**config.mk**
```make
export PLATFORM = sky130hd
export DESIGN_NAME = ps2_to_serial_mouse_packet_unit
export DESIGN_NICKNAME = d
export VERILOG_FILES = /design/src/rtl/core/ps2smp_pkg.sv /design/src/rtl/core/ps2smp_front.sv /design/src/rtl/core/ps2smp_queue.sv /design/src/rtl/core/ps2smp_back.sv /design/src/rtl/core/ps2_to_serial_mouse_packet_unit.sv
export SDC_FILE = /design/constraint.sdc
export NUM_CORES = 1
export LEC_CHECK = 0
export ABC_AREA = 1
export ABC_CLOCK_PERIOD_IN_PS = 2100
export BUFFER_PORTS_ARGS = -buffer_cell sky130_fd_sc_hd__buf_2
export CORE_MARGIN = 4
export CORE_UTILIZATION = 38
export DETAILED_ROUTE_END_ITERATION = 16
export SKIP_LAST_GASP = 1
export SYNTH_ARGS = -nofsm -noshare
export SYNTH_HDL_FRONTEND = slang
export SYNTH_SLANG_ARGS = --single-unit
```
**constraint.sdc**
```tcl
create_clock -name clk -period 2.1 [get_ports clk]
set_input_delay 0.42 -clock clk [delete_from_list [all_inputs] [get_ports clk]]
set_output_delay 0.42 -clock clk [all_outputs]
set_load 0.05 [all_outputs]
```
**src/rtl/core/ps2smp_pkg.sv**
```systemverilog
// ----------------------------------------------------------------------------
// ps2smp_pkg
// Shared types and constants for the PS/2 to serial mouse packet unit.
// ----------------------------------------------------------------------------
package ps2smp_pkg;

    localparam int SER_W      = 7;
    localparam int JOB_BYTES  = 4;
    localparam int JOB_IDX_W  = 2;
    localparam int QUEUE_DEPTH = 2;
    localparam int QUEUE_AW   = 1;
    localparam int QUEUE_CW   = 2;

    localparam logic ACT_BYTE    = 1'b0;
    localparam logic ACT_DISCARD = 1'b1;

    localparam logic MODE_WHEEL  = 1'b0;
    localparam logic MODE_3BTN   = 1'b1;

    localparam logic [1:0] CNT_HDR   = 2'd0;
    localparam logic [1:0] CNT_X     = 2'd1;
    localparam logic [1:0] CNT_Y     = 2'd2;
    localparam logic [1:0] CNT_WHEEL = 2'd3;

    localparam logic [7:0] SPACE_3BTN  = 8'd3;
    localparam logic [7:0] SPACE_WHEEL = 8'd4;

    typedef struct packed {
        logic [JOB_BYTES-1:0][SER_W-1:0] bytes;
        logic [JOB_IDX_W-1:0]            last_idx;
    } job_t;

    // clamp a 9-bit two's complement value (sign bit and low byte) to 8 bits
    function automatic logic [7:0] clamp8(input logic neg, input logic [7:0] v);
        logic [7:0] r;
        if (neg)
            r = v[7] ? v : 8'h80;
        else
            r = v[7] ? 8'h7F : v;
        return r;
    endfunction

endpackage

```
**src/rtl/core/ps2smp_front.sv**
```systemverilog
// ----------------------------------------------------------------------------
// ps2smp_front
// Accepts PS/2 bytes, tracks packet assembly and builds serial byte jobs.
// ----------------------------------------------------------------------------
module ps2smp_front
    import ps2smp_pkg::*;
(
    input  logic       clk,
    input  logic       rst_n,
    input  logic       packet_mode,
    input  logic       in_valid,
    output logic       in_ready,
    input  logic       action,
    input  logic [7:0] ps2_byte,
    input  logic [7:0] tx_space,
    input  logic       q_full,
    output logic       push,
    output job_t       push_job
);

    logic [1:0] byte_count_reg, byte_count_next;
    logic       dropped_reg, dropped_next;
    logic       mws_reg, mws_next;
    logic [7:0] hdr_reg, hdr_next;
    logic [7:0] xb_reg, xb_next;

    logic       accept;
    logic [7:0] xm, ym_c, ym;
    logic [6:0] b1;
    logic       fourth;
    logic       wneg;
    logic [3:0] wnib;

    assign in_ready = !q_full;
    assign accept   = in_valid && in_ready;

    assign xm     = clamp8(hdr_reg[4], xb_reg);
    assign ym_c   = clamp8(hdr_reg[5], ps2_byte);
    assign ym     = 8'd0 - ym_c;
    assign b1     = {1'b1, hdr_reg[0], hdr_reg[1], ym[7:6], xm[7:6]};
    assign fourth = hdr_reg[2] || mws_reg;

    assign wneg = (ps2_byte[7:4] != 4'd0);
    always_comb
    begin
        if (wneg)
            wnib = ps2_byte[3] ? ps2_byte[3:0] : 4'h8;
        else
            wnib = ps2_byte[3] ? 4'h7 : ps2_byte[3:0];
    end

    always_comb
    begin
        byte_count_next = byte_count_reg;
        dropped_next    = dropped_reg;
        mws_next        = mws_reg;
        hdr_next        = hdr_reg;
        xb_next         = xb_reg;
        push            = 1'b0;
        push_job        = '0;
        if (accept) begin
            if (action == ACT_DISCARD) begin
                byte_count_next = CNT_HDR;
            end else begin
                unique case (byte_count_reg)
                    CNT_HDR:
                    begin
                        hdr_next        = ps2_byte;
                        byte_count_next = CNT_X;
                    end
                    CNT_X:
                    begin
                        xb_next         = ps2_byte;
                        byte_count_next = CNT_Y;
                    end
                    CNT_Y:
                    begin
                        push_job.bytes[0] = b1;
                        push_job.bytes[1] = {1'b0, xm[5:0]};
                        push_job.bytes[2] = {1'b0, ym[5:0]};
                        push_job.bytes[3] = {1'b0, hdr_reg[2], 5'd0};
                        push_job.last_idx = JOB_IDX_W'(2);
                        if (packet_mode == MODE_3BTN) begin
                            byte_count_next = CNT_HDR;
                            if (tx_space >= SPACE_3BTN) begin
                                push = 1'b1;
                                if (fourth) begin
                                    push_job.last_idx = JOB_IDX_W'(3);
                                    mws_next          = hdr_reg[2];
                                end
                            end
                        end else begin
                            byte_count_next = CNT_WHEEL;
                            if (tx_space < SPACE_WHEEL) begin
                                dropped_next = 1'b1;
                            end else begin
                                dropped_next = 1'b0;
                                push         = 1'b1;
                            end
                        end
                    end
                    CNT_WHEEL:
                    begin
                        byte_count_next   = CNT_HDR;
                        push_job.bytes[0] = {2'b00, hdr_reg[2], wnib};
                        push_job.last_idx = JOB_IDX_W'(0);
                        push              = !dropped_reg;
                    end
                    default:
                    begin
                        byte_count_next = CNT_HDR;
                    end
                endcase
            end
        end
    end

    always_ff @(posedge clk or negedge rst_n)
    begin
        if (!rst_n) begin
            byte_count_reg <= CNT_HDR;
            dropped_reg    <= 1'b0;
            mws_reg        <= 1'b0;
        end else begin
            byte_count_reg <= byte_count_next;
            dropped_reg    <= dropped_next;
            mws_reg        <= mws_next;
        end
    end

    always_ff @(posedge clk)
    begin
        hdr_reg <= hdr_next;
        xb_reg  <= xb_next;
    end

endmodule

```
**src/rtl/core/ps2smp_queue.sv**
```systemverilog
// ----------------------------------------------------------------------------
// ps2smp_queue
// Short job queue between the front and back parts.
// ----------------------------------------------------------------------------
module ps2smp_queue
    import ps2smp_pkg::*;
(
    input  logic clk,
    input  logic rst_n,
    input  logic push,
    input  job_t push_job,
    input  logic pop,
    output logic full,
    output logic not_empty,
    output job_t head
);

    job_t                entry_reg [QUEUE_DEPTH];
    logic [QUEUE_AW-1:0] wr_ptr_reg, wr_ptr_next;
    logic [QUEUE_AW-1:0] rd_ptr_reg, rd_ptr_next;
    logic [QUEUE_CW-1:0] count_reg, count_next;
    logic                do_push, do_pop;

    assign full      = (count_reg == QUEUE_CW'(QUEUE_DEPTH));
    assign not_empty = (count_reg != '0);
    assign head      = entry_reg[rd_ptr_reg];
    assign do_push   = push && !full;
    assign do_pop    = pop && not_empty;

    always_comb
    begin
        wr_ptr_next = wr_ptr_reg + QUEUE_AW'(do_push);
        rd_ptr_next = rd_ptr_reg + QUEUE_AW'(do_pop);
        count_next  = count_reg + QUEUE_CW'(do_push) - QUEUE_CW'(do_pop);
    end

    always_ff @(posedge clk or negedge rst_n)
    begin
        if (!rst_n) begin
            wr_ptr_reg <= '0;
            rd_ptr_reg <= '0;
            count_reg  <= '0;
        end else begin
            wr_ptr_reg <= wr_ptr_next;
            rd_ptr_reg <= rd_ptr_next;
            count_reg  <= count_next;
        end
    end

    always_ff @(posedge clk)
    begin
        if (do_push)
            entry_reg[wr_ptr_reg] <= push_job;
    end

endmodule

```
**src/rtl/core/ps2smp_back.sv**
```systemverilog
// ----------------------------------------------------------------------------
// ps2smp_back
// Takes jobs from the queue and streams their bytes through an output register.
// ----------------------------------------------------------------------------
module ps2smp_back
    import ps2smp_pkg::*;
(
    input  logic             clk,
    input  logic             rst_n,
    input  logic             q_not_empty,
    input  job_t             q_head,
    output logic             pop,
    output logic             out_valid,
    input  logic             out_ready,
    output logic [SER_W-1:0] serial_byte,
    output logic             last
);

    job_t                 job_reg, job_next;
    logic                 job_valid_reg, job_valid_next;
    logic [JOB_IDX_W-1:0] idx_reg, idx_next;
    logic                 ov_reg, ov_next;
    logic [SER_W-1:0]     sb_reg, sb_next;
    logic                 last_reg, last_next;
    logic                 advance, job_done;

    assign advance  = job_valid_reg && (!ov_reg || out_ready);
    assign job_done = advance && (idx_reg == job_reg.last_idx);
    assign pop      = q_not_empty && (!job_valid_reg || job_done);

    always_comb
    begin
        job_next       = job_reg;
        job_valid_next = job_valid_reg;
        idx_next       = idx_reg;
        ov_next        = ov_reg;
        sb_next        = sb_reg;
        last_next      = last_reg;
        if (out_ready)
            ov_next = 1'b0;
        if (advance) begin
            ov_next   = 1'b1;
            sb_next   = job_reg.bytes[idx_reg];
            last_next = (idx_reg == job_reg.last_idx);
            idx_next  = idx_reg + JOB_IDX_W'(1);
        end
        if (job_done)
            job_valid_next = 1'b0;
        if (pop) begin
            job_next       = q_head;
            job_valid_next = 1'b1;
            idx_next       = '0;
        end
    end

    always_ff @(posedge clk or negedge rst_n)
    begin
        if (!rst_n) begin
            job_valid_reg <= 1'b0;
            idx_reg       <= '0;
            ov_reg        <= 1'b0;
        end else begin
            job_valid_reg <= job_valid_next;
            idx_reg       <= idx_next;
            ov_reg        <= ov_next;
        end
    end

    always_ff @(posedge clk)
    begin
        job_reg  <= job_next;
        sb_reg   <= sb_next;
        last_reg <= last_next;
    end

    assign out_valid   = ov_reg;
    assign serial_byte = sb_reg;
    assign last        = last_reg;

endmodule

```
**src/rtl/core/ps2_to_serial_mouse_packet_unit.sv**
```systemverilog
// ----------------------------------------------------------------------------
// ps2_to_serial_mouse_packet_unit
// PS/2 mouse packet bytes in, Microsoft serial mouse bytes out.
// ----------------------------------------------------------------------------
// Input channel (in_valid/in_ready): one PS/2 byte or a discard action per
// transaction, with the current free space of the serial buffer.
// Output channel (out_valid/out_ready): one 7-bit serial byte per transaction,
// last marks the final byte produced for an input transaction.
// cfg_wr_en/cfg_wr_data write packet_mode (0 wheel, 1 three-button); write
// only while idle.
// An input's bytes pass through the job queue, the job register and the output
// register. Throughput: one output byte per cycle while out_ready stays high;
// inputs are taken every cycle while the 2-entry job queue has room.
// Reset clears the packet position, drop and middle-button flags and the
// mode (wheel). When out_ready is low the output byte holds, the queue
// fills, and in_ready drops once it is full.
// ----------------------------------------------------------------------------
module ps2_to_serial_mouse_packet_unit
    import ps2smp_pkg::*;
(
    input  logic             clk,
    input  logic             rst_n,
    input  logic             cfg_wr_en,
    input  logic             cfg_wr_data,
    input  logic             in_valid,
    output logic             in_ready,
    input  logic             action,
    input  logic [7:0]       ps2_byte,
    input  logic [7:0]       tx_space,
    output logic             out_valid,
    input  logic             out_ready,
    output logic [SER_W-1:0] serial_byte,
    output logic             last
);

    logic packet_mode_reg;
    logic q_full, q_not_empty, push, pop;
    job_t push_job, q_head;

    always_ff @(posedge clk or negedge rst_n)
    begin
        if (!rst_n)
            packet_mode_reg <= MODE_WHEEL;
        else if (cfg_wr_en)
            packet_mode_reg <= cfg_wr_data;
    end

    ps2smp_front u_front (
        .clk         (clk),
        .rst_n       (rst_n),
        .packet_mode (packet_mode_reg),
        .in_valid    (in_valid),
        .in_ready    (in_ready),
        .action      (action),
        .ps2_byte    (ps2_byte),
        .tx_space    (tx_space),
        .q_full      (q_full),
        .push        (push),
        .push_job    (push_job)
    );

    ps2smp_queue u_queue (
        .clk       (clk),
        .rst_n     (rst_n),
        .push      (push),
        .push_job  (push_job),
        .pop       (pop),
        .full      (q_full),
        .not_empty (q_not_empty),
        .head      (q_head)
    );

    ps2smp_back u_back (
        .clk         (clk),
        .rst_n       (rst_n),
        .q_not_empty (q_not_empty),
        .q_head      (q_head),
        .pop         (pop),
        .out_valid   (out_valid),
        .out_ready   (out_ready),
        .serial_byte (serial_byte),
        .last        (last)
    );

endmodule

```
---- Word-level counts from Yosys, hierarchy flattened ----
Memory sizes are Yosys's and may differ from the RTL's. A register that Yosys moved wholly into a read port is not among the register bits.
Cells that the tools add are included.
operators by class
  magnitude comparators ................... 3
  shift-type cells ........................ 0
  bitwise gates (word level) .............. 2
  $add $sub $neg .......................... 6
  equal/unequal tests ..................... 5
  reduce and logical (&&, ||, !) cells .... 23
  $mul .................................... 0
  muxes and demuxes ....................... 36
  div/mod/pow operators ................... 0
operators with widths
  operator                                                    count
  two-way mux 30 bit                                          2
  two-way mux 7 bit                                           5
  two-way mux 20 bit                                          1
  one-hot mux 9 bit (2 select lines)                          1
  two-way mux 8 bit                                           2
  binary-select mux 7 bit (select 2 bit)                      1
  two-way mux 1 bit                                           13
  two-way mux 2 bit                                           6
  >= comparator 8 x 2 -> 1 bit, second input constant         1
  less-than comparator 8 x 3 -> 1 bit, second input constant  1
  one-hot mux 2 bit (4 select lines)                          1
  nonzero test 2 bit                                          4
  subtractor 1 x 8 -> 8 bit, first input constant             1
  equality test 2 bit, second input constant                  3
  logical AND 1 bit                                           6
  two-way mux 3 bit                                           2
  AND reduction 3 bit                                         2
  AND reduction 6 bit                                         1
  zero test 1 bit                                             4
  two-way mux 4 bit                                           1
  AND reduction 4 bit                                         1
  nonzero test 4 bit                                          1
  logical OR 1 bit                                            3
  less-than comparator 2 x 3 -> 1 bit, second input constant  1
  other kinds (9)                                             11
word-level totals
  RAM bits ................................ 60
  memories kept ........................... 1
  register bits ........................... 35
  memory bits (read-only) ................. 0
  bits in latches ......................... 0
memory list
  name               words  bits a word  read ports  clocked after memory_dff  write ports  line                source
  u_queue.entry_reg  2      30           1           1                         1            ps2smp_queue.sv:18  job_t entry_reg [QUEUE_DEPTH];

---- Logic depth before layout (Yosys ltp) ----
Gate-level depths: netlist of the first run.
  depth after elaboration ................. 9
  depth in mapped cells ................... 11
  depth with buffers taken out ............ 10

---- Cells and area by module ----
From an unflattened synthesis of the first run, not the netlist that was laid out.
unflattened totals
  cell total of the unflattened synthesis .. 470
  area, all modules ....................... 5300.1 µm²
by module, submodules not included
  module                           area each (µm²)  cells an instance  instances
  ps2smp_queue                     2409.8           187                1
  ps2smp_back                      1602.8           110                1
  ps2smp_front                     1247.4           168                1
  ps2_to_serial_mouse_packet_unit  40.0             5                  1

---- Worst setup path after synthesis of the first run ----
OpenSTA, ideal clock, no wires.
  kind .................................... flip-flop to flip-flop
  from .................................... reg u_queue.count_reg[1]
  to ...................................... mem u_queue.entry_reg[1][0] (netlist name), enable pin
  setup time .............................. 0.379 ns
  period minus slack after synthesis ...... 2.229 ns
  buffers on the path ..................... 0
  path slack .............................. -0.129 ns
  cell stages (with the launch flop) ...... 7
  data arrival time ....................... 1.850 ns
  path through ............................ dfrtp_1 nand2_4 nand2_1 nor2_1 nand3_1 o21ai_0 ha_1
on the way
  cells in the longest elaborated chain, start to end .. 7
ends and longest elaborated chain
  item                                         line                                   source
  from (decl)                                  ps2smp_queue.sv:21                     logic [QUEUE_CW-1:0] count_reg, count_next;
  from (signal assigned)                       ps2smp_queue.sv:46                     count_reg <= count_next;
  equality test 2 bit (*)                      ps2smp_queue.sv:24                     assign full = (count_reg == QUEUE_CW'(QUEUE_DEPTH));
  zero test 1 bit (*)                          ps2smp_front.sv:34                     assign in_ready = !q_full;
  named net in_ready                           ps2_to_serial_mouse_packet_unit.sv:26  output logic in_ready,
  logical AND 1 bit                            ps2smp_front.sv:35                     assign accept = in_valid && in_ready;
  two-way mux 1 bit                            ps2smp_front.sv:61                     if (accept) begin
  logical AND 1 bit (*)                        ps2smp_queue.sv:27                     assign do_push = push && !full;
  two-way mux 1 bit (*)                        ps2smp_queue.sv:52                     if (do_push)
  two-way mux 1 bit (implied by the code) (*)  ps2smp_queue.sv:53                     entry_reg[wr_ptr_reg] <= push_job;
  to (decl)                                    ps2smp_queue.sv:18
The timed path passes the listed nets; every way through them passes the cells marked *.

---- Worst setup path in the final report of the first run ----
  from .................................... reg u_queue.count_reg[1]
  to ...................................... mem u_queue.entry_reg[1][11] (netlist name), enable pin
on the way
  cells in the longest elaborated chain, start to end .. 7
ends and longest elaborated chain
  item                                         line
  equality test 2 bit (*)                      ps2smp_queue.sv:24
  zero test 1 bit (*)                          ps2smp_front.sv:34, ps2smp_queue.sv:27
  logical AND 1 bit                            ps2smp_front.sv:35
  two-way mux 1 bit                            ps2smp_front.sv:61
  logical AND 1 bit (*)                        ps2smp_queue.sv:27
  two-way mux 1 bit (*)                        ps2smp_queue.sv:52
  two-way mux 1 bit (implied by the code) (*)  ps2smp_queue.sv:53
Mark *: on every way between the ends. The rest lies on a longest branch, timed or not.

==> flow_metrics.env, run 1 <==
export IMPL_synth_xor_area_frac=0.0103
export IMPL_clock_fmax_mhz=550
export IMPL_finish_utilization=0.439
export IMPL_yosysTopAreaCell="edfxtp_1"
export IMPL_synthMuxAreaShare=0
export IMPL_worstSetupPathType="reg2reg"
export IMPL_die_height_um=114
export IMPL_max_stage_delay_ps=430
export IMPL_drive_above_1_share=0.201
export IMPL_finalWeightedCongestion=0.811
export IMPL_io_pins=33
export IMPL_crit_required_ps=2170
export IMPL_grt_pass1_vias=2472
export IMPL_drv_cap=0
export IMPL_r2r_cells=7
export IMPL_setup_ws_ps=282
export IMPL_postSynthAreaPerCell_um2=11.1
export IMPL_syn2layout_area_growth_pct=12.6
export IMPL_yosys_area_top_type_share=0.594
export IMPL_cp_max_fo=21
export IMPL_async_flop_share=0.134
export IMPL_synth_compound_area_share=0.0648
export IMPL_synth_flop_cell="edfxtp_1"
export IMPL_post_drt_wl_per_cell_um=12.2
export IMPL_finalNetCount=451
export IMPL_finalSetupTns_ps=0
export IMPL_start_util=0.390
export IMPL_grt_overflow=0
export IMPL_worst_ir_drop_vdd_mv=0.557
export IMPL_first_pass_iters=4
export IMPL_seq_area_frac_synth=0.671
export IMPL_synth_top_family_by_area="simple AND/OR/NAND/NOR gates"
export IMPL_cts_tree="yes"
export IMPL_syn_nets=410
export IMPL_synth_most_common_cell="nand2_1"
export IMPL_synth_area_leaders="edfxtp_1 (59%), nand2_1 (11%), dfrtp_1 (7.7%)"
export IMPL_reg2reg_from="u_queue.count_reg[1]"
export IMPL_die_area_um2=12900
export IMPL_path_buf_inv=1
export IMPL_detail_route_antenna_nets=0
export IMPL_yosys_top_cells_count="nand2_1 (120), edfxtp_1 (84), nor2_1 (27), o21ai_0 (24), inv_1 (22)"
export IMPL_max_slew_worst_pin_slew_ps=653
export IMPL_track_usage=0.115
export IMPL_cts_buffers=9
export IMPL_cts_max_path_buffers=2
export IMPL_critPathLaunchType="flop"
export IMPL_arrival_ps=1880
export IMPL_clk_pin_slew_ps=90
export IMPL_antenna_diode_count=0
export IMPL_clock_skew_ps=8.48
export IMPL_critPathTopFamily="flip-flops"
export IMPL_rows=38
export IMPL_drc=0
export IMPL_syn_inst=382
export IMPL_worstHoldPathType="in2reg"
export IMPL_fin_crit_ps=1820
export IMPL_hpwlAfterDp_um=5060
export IMPL_worst_path_stages=7
export IMPL_fin_crit_sh=0.866
export IMPL_grt_setup_unrepaired="false"
export IMPL_synth_cell_types=32
export IMPL_hold_viol=0
export IMPL_chipWidth_um=114
export IMPL_grt_pass1_wl_um=11700
export IMPL_cts_sinks=97
export IMPL_synth_adder_area_share=0.0147
export IMPL_dp_slack_ps=138
export IMPL_numPortBuffers=32
export IMPL_synth_simple_area_share=0.197
export IMPL_worstSkewPairLatency_ps=350
export IMPL_synthesis_area_um2=4250
export IMPL_timing_hold_ws_ps=266
export IMPL_cts_root_buf="clkbuf_8"
export IMPL_leakagePower_uw=0.00193
export IMPL_maxSlewHeadroom=0.564
export IMPL_crit_chain="nand2_4 > nand2_1 > nor2_1 > nand3_1 > o21ai_1 > ha_1 > buf_12"
export IMPL_vias_per_cell=4.50
export IMPL_synth_edf_count=84
export IMPL_crit_path_end_kind="flop"
export IMPL_slew_viol_final=0
export IMPL_grt_antenna_before_repair=0
export IMPL_hold_depth=3
export IMPL_setup_violations=0
export IMPL_wirelength_um=6910
export IMPL_coreArea_um2=10900
export IMPL_drtIter0Drc=97
export IMPL_status="finished clean"
export IMPL_htreeDepth=3
export IMPL_power_density_nw_per_um2=1200
export IMPL_yosysWarningCount=0
export IMPL_critPathLaunch="u_queue.count_reg[1]"
export IMPL_hold_start="cfg_wr_data"
export IMPL_largest_reg_flops=42
export IMPL_crit_slowest_cell="dfrtp_1"
export IMPL_ys_ff_latch=97
export IMPL_vias=2554
export IMPL_grt_max_degree=24
-- cells in the final DEF, fill, tap and decap left out, drive strengths merged, types with 2 or more instances in the layout --
| cell | synthesis | routed |
|---|---|---|
| or2 | 3 | 3 |
| clkbuf | 5 | 9 |
| xnor2 | 2 | 2 |
| clkinv | 0 | 5 |
| inv | 27 | 28 |
| dfrtp | 13 | 13 |
| a21oi | 16 | 16 |
| nand2 | 134 | 134 |
| nor2 | 33 | 33 |
| xor2 | 3 | 3 |
| buf | 7 | 41 |
| ha | 5 | 5 |
| edfxtp | 84 | 84 |
| nor3 | 2 | 2 |
| o22ai | 3 | 3 |
| o21ai | 29 | 29 |
| nand3 | 12 | 12 |
-- timing repair --
| item | in CTS | in global routing |
|---|---|---|
| endpoints found under the setup margin | 0 | 42 |
| endpoints found under the hold margin | 13 | 0 |
| gates resized for setup | 0 | 1 |
| hold buffers | 1 | 0 |
| buffers inserted | 0 | 0 |
-- layout make-up --
type | count | area, um^2
Fill cell | 997 | 6110
Sequential cell | 97 | 2850
Multi-Input combinational cell | 246 | 1220
Timing Repair Buffer | 42 | 263
Tap cell | 140 | 175
Clock buffer | 9 | 124
Inverter | 27 | 104
Clock inverter | 7 | 46.3
-- kinds of logic (layout without fill, tap and decap cells) --
group / Yosys count / in the layout
XOR/XNOR: 5 / 5
adder cells (fa/ha/maj): 5 / 5
AND/OR/NAND/NOR: 186 / 186
buffers and inverters: 39 / 85
flip-flops: 97 / 97
AO/OA/AOI/OAI: 50 / 50
-- per-stage QoR --
step	power (uW)	instances	area (um^2)
after detailed placement	4800	551	4600
final	5750	568	4780
after CTS	5840	568	4780
after floorplan	4340	382	4250
after global placement	4770	551	4600
after global routing	6150	568	4780
-- where the power goes --
part           switching (uW)  internal, uW  leakage, uW
sequential                183          2740     0.000907
combinational            1280           514     0.000938
clock                     605           428    0.0000847
-- layer usage --
| metal | routed length [um] | vias up | global-route usage |
|---|---|---|---|
| li1 | - | 1363 | - |
| met1 | 3290 | 1146 | 0.145 |
| met2 | 3300 | 41 | 0.191 |
| met3 | 268 | 4 | 0.0340 |
| met4 | 51 | 0 | 0.0385 |
| met5 | 0 | - | 0 |
-- worst min-delay path, cell delays in order --
cell and delay [ps]:
buf_2 70, nand2_1 30, o21ai_0 60
-- final timing paths --
path                       slack [ps]                  endpoint
max                               280  u_queue.entry_reg[1][11]
min                               270           packet_mode_reg
max reg2reg                       280  u_queue.entry_reg[1][11]
min reg2reg                       510       u_front.dropped_reg
max in group asynchronous        1340         u_back.idx_reg[0]
min in group asynchronous         510      u_queue.count_reg[0]
Power figures use the tool's default switching activity.
==> run 2: changes to the inputs <==
--- a/config.mk
+++ b/config.mk
@@ -9,8 +9,9 @@
 export ABC_CLOCK_PERIOD_IN_PS = 2100
 export BUFFER_PORTS_ARGS = -buffer_cell sky130_fd_sc_hd__buf_2
 export CORE_MARGIN = 4
-export CORE_UTILIZATION = 38
+export CORE_UTILIZATION = 54
 export DETAILED_ROUTE_END_ITERATION = 16
+export PLACE_DENSITY = 0.76
 export SKIP_LAST_GASP = 1
 export SYNTH_ARGS = -nofsm -noshare
 export SYNTH_HDL_FRONTEND = slang
==> run 2 against run 1 <==
  * Clock-buffer cell count unchanged
  * Sequential share of layout area increased by 0.23 points
  * Critical path depth unchanged
  * Power increased by 4.6%
  * Critical path type unchanged
==> flow_metrics.env, run 2 (synthesis gave the netlist of run 1 again) <==
export IMPL_hold_viol=0
export IMPL_fillers=630
export IMPL_post_drt_wl_per_cell_um=12.2
export IMPL_cts_max_path_buffers=2
export IMPL_antenna_diode_count=0
export IMPL_track_usage=0.154
export IMPL_drc=0
export IMPL_syn2layout_area_growth_pct=12.1
export IMPL_io_pins=33
export IMPL_fin_crit_ps=1870
export IMPL_crit_path_end_kind="flop"
export IMPL_worst_ir_drop_vdd_mv=0.595
export IMPL_finalWeightedCongestion=0.826
export IMPL_fin_crit_sh=0.889
export IMPL_cts_tree="yes"
export IMPL_grt_pass1_wl_um=11500
export IMPL_drive_above_1_share=0.206
export IMPL_largest_reg_flops=42
export IMPL_clock_fmax_mhz=536
export IMPL_clock_skew_ps=14.9
export IMPL_first_pass_iters=4
export IMPL_vias_per_cell=4.88
export IMPL_chipWidth_um=96.7
export IMPL_stdcell_count=530
export IMPL_worstSkewPairLatency_ps=360
export IMPL_maxSlewHeadroom=0.572
export IMPL_r2r_cells=7
export IMPL_worstSetupPathType="reg2reg"
export IMPL_finalSetupTns_ps=0
export IMPL_final_area_um2=4760
export IMPL_detail_route_antenna_nets=0
export IMPL_die_height_um=96.7
export IMPL_numPortBuffers=32
export IMPL_coreArea_um2=7690
export IMPL_reg2reg_from="u_queue.count_reg[1]"
export IMPL_cp_max_fo=21
export IMPL_vias=2589
export IMPL_grt_antenna_before_repair=0
export IMPL_worstReg2RegEnd="u_queue.entry_reg[0][19]"
export IMPL_rrSetupSlack_ps=230
export IMPL_cts_root_buf="clkbuf_8"
export IMPL_most_common_layout_cells="nand2_1 (120), edfxtp_1 (84), buf_2 (32), nor2_1 (27), o21ai_0 (23)"
export IMPL_status="finished clean"
export IMPL_finalNetCount=451
export IMPL_cts_sinks=97
export IMPL_critPathLaunch="u_queue.count_reg[1]"
export IMPL_cts_buffers=9
export IMPL_grt_overflow=0
export IMPL_drv_cap=0
export IMPL_rows=32
export IMPL_finish_utilization=0.619
export IMPL_power_density_nw_per_um2=1260
export IMPL_multiInputGateArea_um2=1220
export IMPL_worstHoldPathType="in2reg"
export IMPL_final_common_cell="nand2_1"
export IMPL_grt_setup_unrepaired="false"
export IMPL_clk_pin_slew_ps=90
export IMPL_start_util=0.552
export IMPL_wirelength_um=6460
export IMPL_drtIter0Drc=129
export IMPL_critPathLaunchType="flop"
export IMPL_max_slew_worst_pin_slew_ps=641
export IMPL_placement_cell_area_um2=4530
export IMPL_htreeDepth=3
export IMPL_slew_viol_final=0
export IMPL_leakagePower_uw=0.00195
export IMPL_hpwlAfterDp_um=4680
export IMPL_crit_required_ps=2140
export IMPL_crit_path_end="u_queue.entry_reg[0][19]"
export IMPL_dp_cells=513
export IMPL_seq_area_um2=2850
export IMPL_arrival_ps=1900
export IMPL_die_area_um2=9350
export IMPL_grt_pass1_vias=2487
export IMPL_setup_violations=0
export IMPL_grt_max_degree=24
## run 2: repair_timing
action / CTS / global route
setup endpoints to repair: 0 / 42
setup buffers: 0 / 0
resized for setup: 0 / 1
hold buffers: 1 / 0
endpoints found under the hold margin: 13 / 0
## run 2: final cells by class
type | count | area share
Clock buffer | 9 | 0.0260
Clock inverter | 7 | 0.0210
Multi-Input combinational cell | 246 | 0.256
Timing Repair Buffer | 42 | 0.0499
Inverter | 27 | 0.0218
Tap cell | 102 | 0.0268
Sequential cell | 97 | 0.598
## run 2: how the worst min path moves through the flow
stage / to / from / slack [ps] / depth (start not counted)
2_1_floorplan: packet_mode_reg / rst_n / 120 / 0
3_3_place_gp: u_front.byte_count_reg[1] / rst_n / 330 / 1
3_5_place_dp: u_front.byte_count_reg[1] / rst_n / 340 / 1
4_1_cts: packet_mode_reg / cfg_wr_en / 240 / 2
5_1_grt: packet_mode_reg / cfg_wr_en / 250 / 2
6_report: packet_mode_reg / cfg_wr_en / 260 / 2
## run 2: critical path, stage by stage, from the launching register on
cell     delay [ps]
dfrtp_1         440
nand2_4         120
nand2_1          90
nor2_1          110
nand3_1         110
o21ai_1         230
ha_1            190
buf_4           270
## run 2: stage by stage
| stage | hold slack [ps] | power (uW) | setup WS [ps] |
|---|---|---|---|
| floorplan | 124 | 4340 | -129 |
| global placement | 328 | 4710 | 190 |
| detailed placement | 336 | 4770 | 124 |
| CTS | 244 | 6070 | 113 |
| global route | 251 | 6450 | 63.2 |
| finish | 259 | 6010 | 234 |
## run 2: where the power goes
part           total, uW  switching (uW)  internal (uW)
combinational       1770            1260            507
sequential          2940             193           2740
clock               1310             631            680
total               6010            2080           3930
## run 2: per-layer routing
layer  vias up  global-route usage  routed length, um
li1       1358                   -                  -
met1      1176               0.199               2790
met2        44               0.250               3280
met3        11              0.0324                256
met4         0              0.0713                131
met5         -                   0                  0
==> run 3: changes to the inputs <==
--- a/config.mk
+++ b/config.mk
@@ -9,10 +9,11 @@
 export ABC_CLOCK_PERIOD_IN_PS = 2100
 export BUFFER_PORTS_ARGS = -buffer_cell sky130_fd_sc_hd__buf_2
 export CORE_MARGIN = 4
-export CORE_UTILIZATION = 54
+export CORE_UTILIZATION = 55
 export DETAILED_ROUTE_END_ITERATION = 16
 export PLACE_DENSITY = 0.76
 export SKIP_LAST_GASP = 1
 export SYNTH_ARGS = -nofsm -noshare
 export SYNTH_HDL_FRONTEND = slang
+export SYNTH_HIERARCHICAL = 1
 export SYNTH_SLANG_ARGS = --single-unit
==> run 3 against run 2 <==
  * Sequential cell count rose by 27
  * Clock power rose by 100%
  * Via count rose by 30%
  * Die area rose by 21%
  * Non-clock buffer count rose by 9
  * Largest cell class unchanged
  * Highest routed layer unchanged
==> flow_metrics.env, run 3 <==
export IMPL_finalWeightedCongestion=0.820
export IMPL_seq_area_frac_synth=0.690
export IMPL_worstSkewPairLatency_ps=510
export IMPL_grt_antenna_before_repair=0
export IMPL_drive_above_1_share=0.221
export IMPL_max_slew_worst_pin_slew_ps=512
export IMPL_synth_most_common_cell="nand2_1"
export IMPL_vias_per_cell=5.05
export IMPL_fin_crit_ps=1960
export IMPL_yosys_top_cells_count="nand2_1 (143), edfxtp_1 (111), inv_1 (38), nor2_1 (32), o21ai_0 (25)"
export IMPL_yosys_area_top_type_share=0.629
export IMPL_wirelength_um=9380
export IMPL_first_pass_iters=5
export IMPL_rows=35
export IMPL_synth_edf_count=111
export IMPL_synth_cell_types=35
export IMPL_numPortBuffers=32
export IMPL_slew_viol_final=0
export IMPL_post_drt_wl_per_cell_um=14.1
export IMPL_grt_overflow=0
export IMPL_fin_crit_sh=0.932
export IMPL_finalSetupTns_ps=0
export IMPL_most_common_layout_cells="nand2_1 (140), edfxtp_1 (111), inv_1 (33), buf_2 (32), nor2_1 (30)"
export IMPL_yosysTopAreaCell="edfxtp_1"
export IMPL_synth_simple_area_share=0.165
export IMPL_synthesis_area_um2=5300
export IMPL_postSynthAreaPerCell_um2=11.3
export IMPL_cts_tree="yes"
export IMPL_critPathLaunchType="flop"
export IMPL_grt_setup_unrepaired="false"
export IMPL_grt_pass1_wl_um=15500
export IMPL_clock_skew_ps=8.03
export IMPL_yosysWarningCount=6
export IMPL_cts_sinks=124
export IMPL_syn2layout_area_growth_pct=19.1
export IMPL_drc=0
export IMPL_hold_viol=0
export IMPL_track_usage=0.180
export IMPL_cts_root_buf="clkbuf_8"
export IMPL_grt_pass1_vias=3286
export IMPL_cts_buffers=17
export IMPL_hpwlAfterDp_um=6270
export IMPL_arrival_ps=2360
export IMPL_timing_hold_ws_ps=109
export IMPL_io_pins=33
export IMPL_drv_cap=0
export IMPL_detail_route_antenna_nets=0
export IMPL_setup_violations=0
export IMPL_die_area_um2=11300
export IMPL_maxSlewHeadroom=0.658
export IMPL_start_util=0.568
export IMPL_clock_fmax_mhz=511
export IMPL_status="finished clean"
export IMPL_antenna_diode_count=0
export IMPL_synth_area_leaders="edfxtp_1 (63%), nand2_1 (10%), dfrtp_1 (6.1%)"
export IMPL_finalNetCount=553
export IMPL_cts_max_path_buffers=2
export IMPL_async_flop_share=0.105
export IMPL_largest_reg_flops=60
export IMPL_leakagePower_uw=0.00257
export IMPL_drtIter0Drc=200
export IMPL_synth_compound_area_share=0.0715
export IMPL_power_density_nw_per_um2=1350
export IMPL_clk_pin_slew_ps=60
export IMPL_worstHoldPathType="in2reg"
export IMPL_synth_top_family_by_area="simple AND/OR/NAND/NOR gates"
export IMPL_final_common_cell="nand2_1"
export IMPL_synth_adder_area_share=0.0118
export IMPL_synth_flop_cell="edfxtp_1"
export IMPL_htreeDepth=4
export IMPL_grt_max_degree=32
export IMPL_ys_ff_latch=124
export IMPL_crit_path_end_kind="flop"
export IMPL_syn_inst=470
export IMPL_chipWidth_um=106
export IMPL_synth_xor_area_frac=0
export IMPL_synthMuxAreaShare=0
export IMPL_cp_max_fo=3
export IMPL_vias=3369
export IMPL_coreArea_um2=9330
export IMPL_worst_ir_drop_vdd_mv=0.649
export IMPL_worstSetupPathType="reg2reg"
export IMPL_die_height_um=106
export IMPL_crit_required_ps=2500
-- run 3: cell count changes in the layout (fill, tap and decap cells not counted), sizes merged, moves of 4 or more --
cell	before	now
nand3	12	17
nand2	134	150
edfxtp	84	111
buf	41	50
inv	29	44
clkbuf	9	25
o21ai	29	33
conb	0	8
o22ai	3	7
-- run 3: final timing paths --
path | from | to | slack (ps) | cells past startpoint
worst min register to register | packet_mode_reg | packet_mode_reg | 500 | 2
worst min-delay path | cfg_wr_data | packet_mode_reg | 110 | 3
max in group asynchronous | rst_n | u_back/out_valid | 1470 | 2
min in group asynchronous | rst_n | u_queue/count_reg[0] | 350 | 2
worst max register to register | u_queue/count_reg[1] | u_queue/count_reg[1] | 140 | 17
worst max-delay path | u_queue/count_reg[1] | u_queue/count_reg[1] | 140 | 17
-- run 3: report_power, final --
group | internal, uW | switching (uW)
clock network | 1650 | 965
registers | 3380 | 204
logic | 674 | 1640
-- run 3: per-layer routing --
metal,part of all wire,GRT usage,up-vias
li1,-,-,1679
met1,0.44,0.225,1580
met2,0.50,0.289,97
met3,0.051,0.0504,13
met4,0.015,0.0860,0
met5,0,0,-
-- run 3: cell type report --
class                           instances  area, um^2
Clock buffer                           25         474
Tap cell                              129         161
Sequential cell                       124        3660
Timing Repair Buffer                   51         345
Multi-Input combinational cell        287        1430
Clock inverter                          7        65.1
Fill cell                             675        3020
Inverter                               44         175
-- run 3: logic make-up (layout without fill, tap and decap cells) --
kind of cell / count (synthesis) / after routing
buf+inv: 66 / 127
compound gates: 65 / 65
flops: 124 / 124
simple gates: 209 / 209
other cells: 1 / 8
fa+ha+maj: 5 / 5
-- run 3: timing repair --
item / in CTS / in global routing
hold buffers: 1 / 0
pin swaps: 1 / 1
gates resized for setup: 0 / 5
endpoints found under the hold margin: 13 / 0
setup buffers: 0 / 6
setup endpoints to repair: 30 / 65
-- run 3: worst max-delay path: stages (launching register included) --
cell and delay, ps:
dfrtp_1 390, inv_2 60, nor2_1 40, inv_2 50, nand2_2 80, nor2_4 110, buf_4 130, nand2_4 50
inv_2 60, nand2_1 40, nand2_1 70, o21ai_2 70, ha_1 290, inv_1 60, ha_2 170, inv_1 50
nand2_1 60, nand2_1 60
-- run 3: stage by stage --
stage	total power (uW)	cells	setup slack (ps)	cell area [um^2]	util
6_report	8520	667	142	6310	0.677
5_1_grt	9010	667	4.95	6310	0.677
4_1_cts	8550	661	1.44	6220	0.666
3_5_place_dp	5910	628	-191	5670	0.608
3_3_place_gp	5810	628	-104	5670	0.608
2_1_floorplan	5360	477	-124	5410	-
